**src/rtl/core/tts_pkg.sv**
```systemverilog
// Package: sizes, memory port struct and saturation helper for the tridiagonal solver.
`default_nettype none
package tts_pkg;
  localparam int MAX_POINTS = 1024;
  localparam int DATA_W     = 32;
  localparam int ADDR_W     = $clog2(MAX_POINTS);
  localparam int CNT_W      = ADDR_W + 1;
  localparam int PROD_W     = DATA_W + CNT_W + 1;

  localparam logic OP_LOAD = 1'b0;
  localparam logic OP_READ = 1'b1;
  localparam logic KIND_DONE = 1'b0;
  localparam logic KIND_DATA = 1'b1;

  typedef struct packed {
    logic                     en;
    logic [ADDR_W-1:0]        addr;
    logic signed [DATA_W-1:0] data;
  } store_wr_t;

  function automatic logic signed [DATA_W-1:0] sat_add(
    input logic signed [DATA_W-1:0] a,
    input logic signed [DATA_W-1:0] b
  );
    logic signed [DATA_W:0] s;
    s = {a[DATA_W-1], a} + {b[DATA_W-1], b};
    if (s[DATA_W] != s[DATA_W-1])
      sat_add = s[DATA_W] ? {1'b1, {(DATA_W-1){1'b0}}} : {1'b0, {(DATA_W-1){1'b1}}};
    else
      sat_add = s[DATA_W-1:0];
  endfunction
endpackage
`default_nettype wire

```
**src/rtl/core/tts_divider.sv**
```systemverilog
// Iterative signed divider, one quotient bit per cycle, truncating toward zero.
`default_nettype none
module tts_divider (
  input  wire logic                                   clk,
  input  wire logic                                   rst,
  input  wire logic                                   start,
  input  wire logic signed [tts_pkg::PROD_W-1:0]      dividend,
  input  wire logic [tts_pkg::CNT_W-1:0]              divisor,
  output logic                                        done,
  output logic signed [tts_pkg::DATA_W-1:0]           quotient
);
  localparam int STEP_W = $clog2(tts_pkg::PROD_W + 1);

  logic                          busy;
  logic                          neg;
  logic [STEP_W-1:0]             step;
  logic [tts_pkg::CNT_W-1:0]     den;
  logic [tts_pkg::CNT_W-1:0]     rem;
  logic [tts_pkg::PROD_W-1:0]    quo;
  logic [tts_pkg::CNT_W:0]       trial;
  logic                          qbit;
  logic [tts_pkg::PROD_W-1:0]    quo_next;
  logic [tts_pkg::PROD_W-1:0]    res;

  always_comb begin
    trial    = {rem, quo[tts_pkg::PROD_W-1]};
    qbit     = (trial >= {1'b0, den});
    quo_next = {quo[tts_pkg::PROD_W-2:0], qbit};
    res      = neg ? (~quo_next + 1'b1) : quo_next;
  end

  always_ff @(posedge clk) begin
    done <= 1'b0;
    if (rst) begin
      busy <= 1'b0;
    end else if (start) begin
      busy <= 1'b1;
      neg  <= dividend[tts_pkg::PROD_W-1];
      quo  <= dividend[tts_pkg::PROD_W-1] ? (~dividend + 1'b1) : dividend;
      rem  <= '0;
      den  <= divisor;
      step <= STEP_W'(tts_pkg::PROD_W - 1);
    end else if (busy) begin
      rem <= qbit ? tts_pkg::CNT_W'(trial - {1'b0, den}) : trial[tts_pkg::CNT_W-1:0];
      quo <= quo_next;
      if (step == '0) begin
        busy     <= 1'b0;
        done     <= 1'b1;
        quotient <= res[tts_pkg::DATA_W-1:0];
      end else begin
        step <= step - 1'b1;
      end
    end
  end
endmodule
`default_nettype wire
```
**config.mk**
```make
export PLATFORM = sky130hd
export DESIGN_NAME = tts_divider
export DESIGN_NICKNAME = d
export VERILOG_FILES = /design/src/rtl/core/tts_pkg.sv /design/src/rtl/core/tts_divider.sv
export SDC_FILE = /design/constraint.sdc
export NUM_CORES = 1
export LEC_CHECK = 0
export ABC_AREA = 0
export BUFFER_PORTS_ARGS = -buffer_cell sky130_fd_sc_hd__buf_4
export CAP_MARGIN = 20
export CORE_MARGIN = 4
export CORE_UTILIZATION = 49
export DETAILED_ROUTE_END_ITERATION = 7
export GPL_ROUTABILITY_DRIVEN = 1
export PLACE_DENSITY = 0.79
export SLEW_MARGIN = 40
export SYNTH_ARGS = -nofsm -noshare
export SYNTH_HDL_FRONTEND = slang
export SYNTH_SLANG_ARGS = --single-unit
```
**constraint.sdc**
```tcl
create_clock -name clk -period 6.6 [get_ports clk]
set_clock_uncertainty 0.2 [all_clocks]
set_input_delay 0.66 -clock clk [delete_from_list [all_inputs] [get_ports clk]]
set_output_delay 0.66 -clock clk [all_outputs]
set_load 0.05 [all_outputs]
```
==> results.yml <==
worst_setup_path:
  cp-startpoint: "rem[6]"
  crit_path_start_kind: "register"
  r2r_cells: 11
  crit_required_ns: 6.48
  ff2ff_setup_slack_ns: 2.43
  path_cells: "ha_1 -> a21oi_1 -> o21ai_0 -> a211oi_1 -> nand2_2 -> inv_1 -> ha_1 -> inv_1 -> or3_1 -> o41ai_2 -> xnor2_1"
  r2r_start: "rem[6]"
  r2r-end: "quotient[22]"
  crit_type: "reg2reg"
  crit_arrival_ns: 4.05
  end_kind: "register"
  critPathMaxFanout: 25
  critPathMaxStageDelay_ns: 0.57
  critPathSlowestCell: "a211oi_1"
flow_run:
  drv_cap: 0
global_route:
  antenna_found_initial: 1
  grt_pass1_wl_um: 21600
  grt_pass1_vias: 4539
  grtUsageTotal: 0.186
  grt_overflow: 0
  grt_max_degree: 105
cells_and_area:
  multi_input_area_sq_um: 2710
  seqCellArea_sq_um: 3190
  final_nets: 714
  utilization: 0.600
  fillers: 1001
  syn2layout_area_growth_pct: 19.1
  drive_gt1_frac: 0.203
clock_tree:
  clk-insertion-delay-late_ns: 0.34
  cts_setup_buffers: 0
  cts.sinks: 107
  cts_root_buf: "clkbuf_16"
  cts.repair.resized: 0
  cts_max_level: 3
  cts.reportedPaths.clkPinSlew_ns: 0.07
  cts_tree: "done"
  clk_path_buf_depth: 2
  hold_buffers: 0
  cts_buffers: 9
timing:
  setup_tns_ns: 0
  rsz0062_at_grt: "false"
  final.min_clock_period_ns: 4.17
  hold_ws_ns: 0.289
  setup_ws_ns: 2.43
  fmax_mhz: 240
  drv_slew: 0
  hold_viol: 0
  worstMarginPinSlew_ns: 0.885
  finalSetupViolCount: 0
  slew_headroom: 0.405
  period_share: 0.631
floorplan:
  floorplan.initialDensity: 0.504
  core_area_sq_um: 12100
  rows: 40
  die_x_um: 119
  dieArea_sq_um: 14200
  die_h_um: 119
  io_pins: 91
power_and_ir_drop:
  internal_power_mw: 1.25
  clkPwrFrac: 0.341
  max-vdd-ir-drop_mv: 0.112
  combinationalPowerShare: 0.165
  power-per-cell-area_nw_per_um2: 232
  power_switching_mw: 0.424
  p_seq_frac: 0.494
  power.leakage_nw: 2.64
  swShare: 0.253
drt:
  drtIter0Drc: 368
  routed_wl_um: 13400
  drcViolationCount: 0
  ant_nets: 0
  vias: 4543
  drtPass1Iterations: 4
  vias_per_cell: 5.58
  wire_per_inst_um: 16.5
place:
  globalplace.congestion: 0.862
  place_ws_ns: 2.22
  portBuffers: 90
  dpl.hpwl_um: 9760
synth:
  ys.flop_type: "edfxtp_1"
  netlist_top_cells_area: "edfxtp_1, xor2_1, xnor2_1, nor2_1, a21oi_1"
  synth_area_sq_um: 6070
  synth_top_area_cell: "edfxtp_1"
  synthDistinctLibCells: 45
  ys_seq_elements: 107
  synth_edf_count: 105
  ys_warn_count: 0
  synth_top_area_frac: 0.519
  synthCells: 559
  syn_nets: 633
  syn_avg_cell_area_sq_um: 10.9
  async_flop_share: 0
  yosysSeqAreaShare: 0.526
outcome:
  status: "completed"
min_path:
  hold_class: "in2reg"
  min_from: "divisor[2]"
  hold_end: "den[2]"
  hold_path_depth: 1
-- power by group through the flow --
stage          clock network [mW]  registers [mW]  logic, mW
3_5_place_dp                    0           0.843      0.273
2_1_floorplan                   0           0.834      0.194
5_1_grt                     0.607           0.833      0.309
3_3_place_gp                    0           0.842      0.259
6_report                    0.572           0.828      0.277
4_1_cts                     0.583           0.828      0.277
-- stage by stage --
step | area (sq um) | total power, mW | instances
after floorplan | 6070 | 1.03 | 559
after global placement | 6900 | 1.10 | 796
after detailed placement | 6910 | 1.12 | 797
after CTS | 7230 | 1.69 | 813
after global routing | 7240 | 1.75 | 814
final | 7240 | 1.68 | 814
-- layer usage --
metal,vias to the layer above,wire length [um],GRT usage
met1,2185,5480,0.223
met5,-,0,0
met4,0,329,0.0744
li1,2221,-,-
met3,23,720,0.0408
met2,114,6880,0.326
-- layout by cell type (no fill, tap or decap), drive strengths merged, types with 15 or more instances in the layout --
master,netlist,layout
nor2,76,76
buf,3,94
edfxtp,105,105
xor2,43,43
ha,15,15
o21ai,26,26
a21oi,51,51
o31ai,28,28
xnor2,37,37
nand2,31,31
inv,24,25
-- sequential cells by signal, indices dropped and copies added, names as in the netlist --
| register | cells |
|---|---|
| busy | 1 |
| rem | 11 |
| quo | 44 |
| quotient | 32 |
| done | 1 |
| den | 11 |
| neg | 1 |
| step | 6 |
-- worst max-delay path: cells and delay by family, from the launching register on --
family / cells / cell delay [ns]
xor gates and xnor gates: 1 / 0.12
and+or+nand+nor: 2 / 1.08
DFF: 1 / 0.41
adders and majority gates: 2 / 0.49
buffers and inverters: 2 / 0.25
AOI/OAI and AO/OA: 4 / 1.36
-- synthesized netlist by cell type, types with 3 or more instances --
library cell,count
nor4_1,3
or4_1,7
o221ai_1,3
xnor2_1,37
o21a_1,4
nand3_1,9
clkbuf_1,21
or2_2,4
o21ai_0,26
xor2_1,43
nand2_1,31
o41ai_2,6
a211oi_1,4
nor3_1,6
inv_1,24
o41ai_1,6
a31oi_1,4
o31ai_1,28
or3_1,12
mux2i_1,6
nor2_1,76
a21oi_1,51
edfxtp_1,105
ha_1,15
-- worst max-delay path by stage --
| stage | endpoint | slack, ns | cells past startpoint |
|---|---|---|---|
| floorplan | quotient[0] | 1.46 | 3 |
| global placement | quotient[24] | 2.52 | 11 |
| detailed placement | quotient[24] | 2.22 | 11 |
| CTS | quotient[22] | 2.17 | 11 |
| global route | quotient[26] | 2.16 | 11 |
| finish | quotient[22] | 2.43 | 11 |
-- logic make-up after synthesis --
group / after synthesis / share of synthesized area
DFF: 107 / 0.526
muxes: 7 / 0.0117
adders and majority gates: 16 / 0.0342
xor gates and xnor gates: 80 / 0.115
and+or+nand+nor: 164 / 0.131
buffers and inverters: 48 / 0.0309
AOI/OAI and AO/OA: 137 / 0.151
-- area by class of cell --
class,instances,area share
timing repair buffer,94,0.0986
clock inverter,6,0.0123
antenna,1,0.000346
tap,168,0.0291
clock buffer,10,0.0316
multi-input combinational,404,0.374
inverter,24,0.0125
sequential,107,0.441
(Power assumes the default switching activity.)
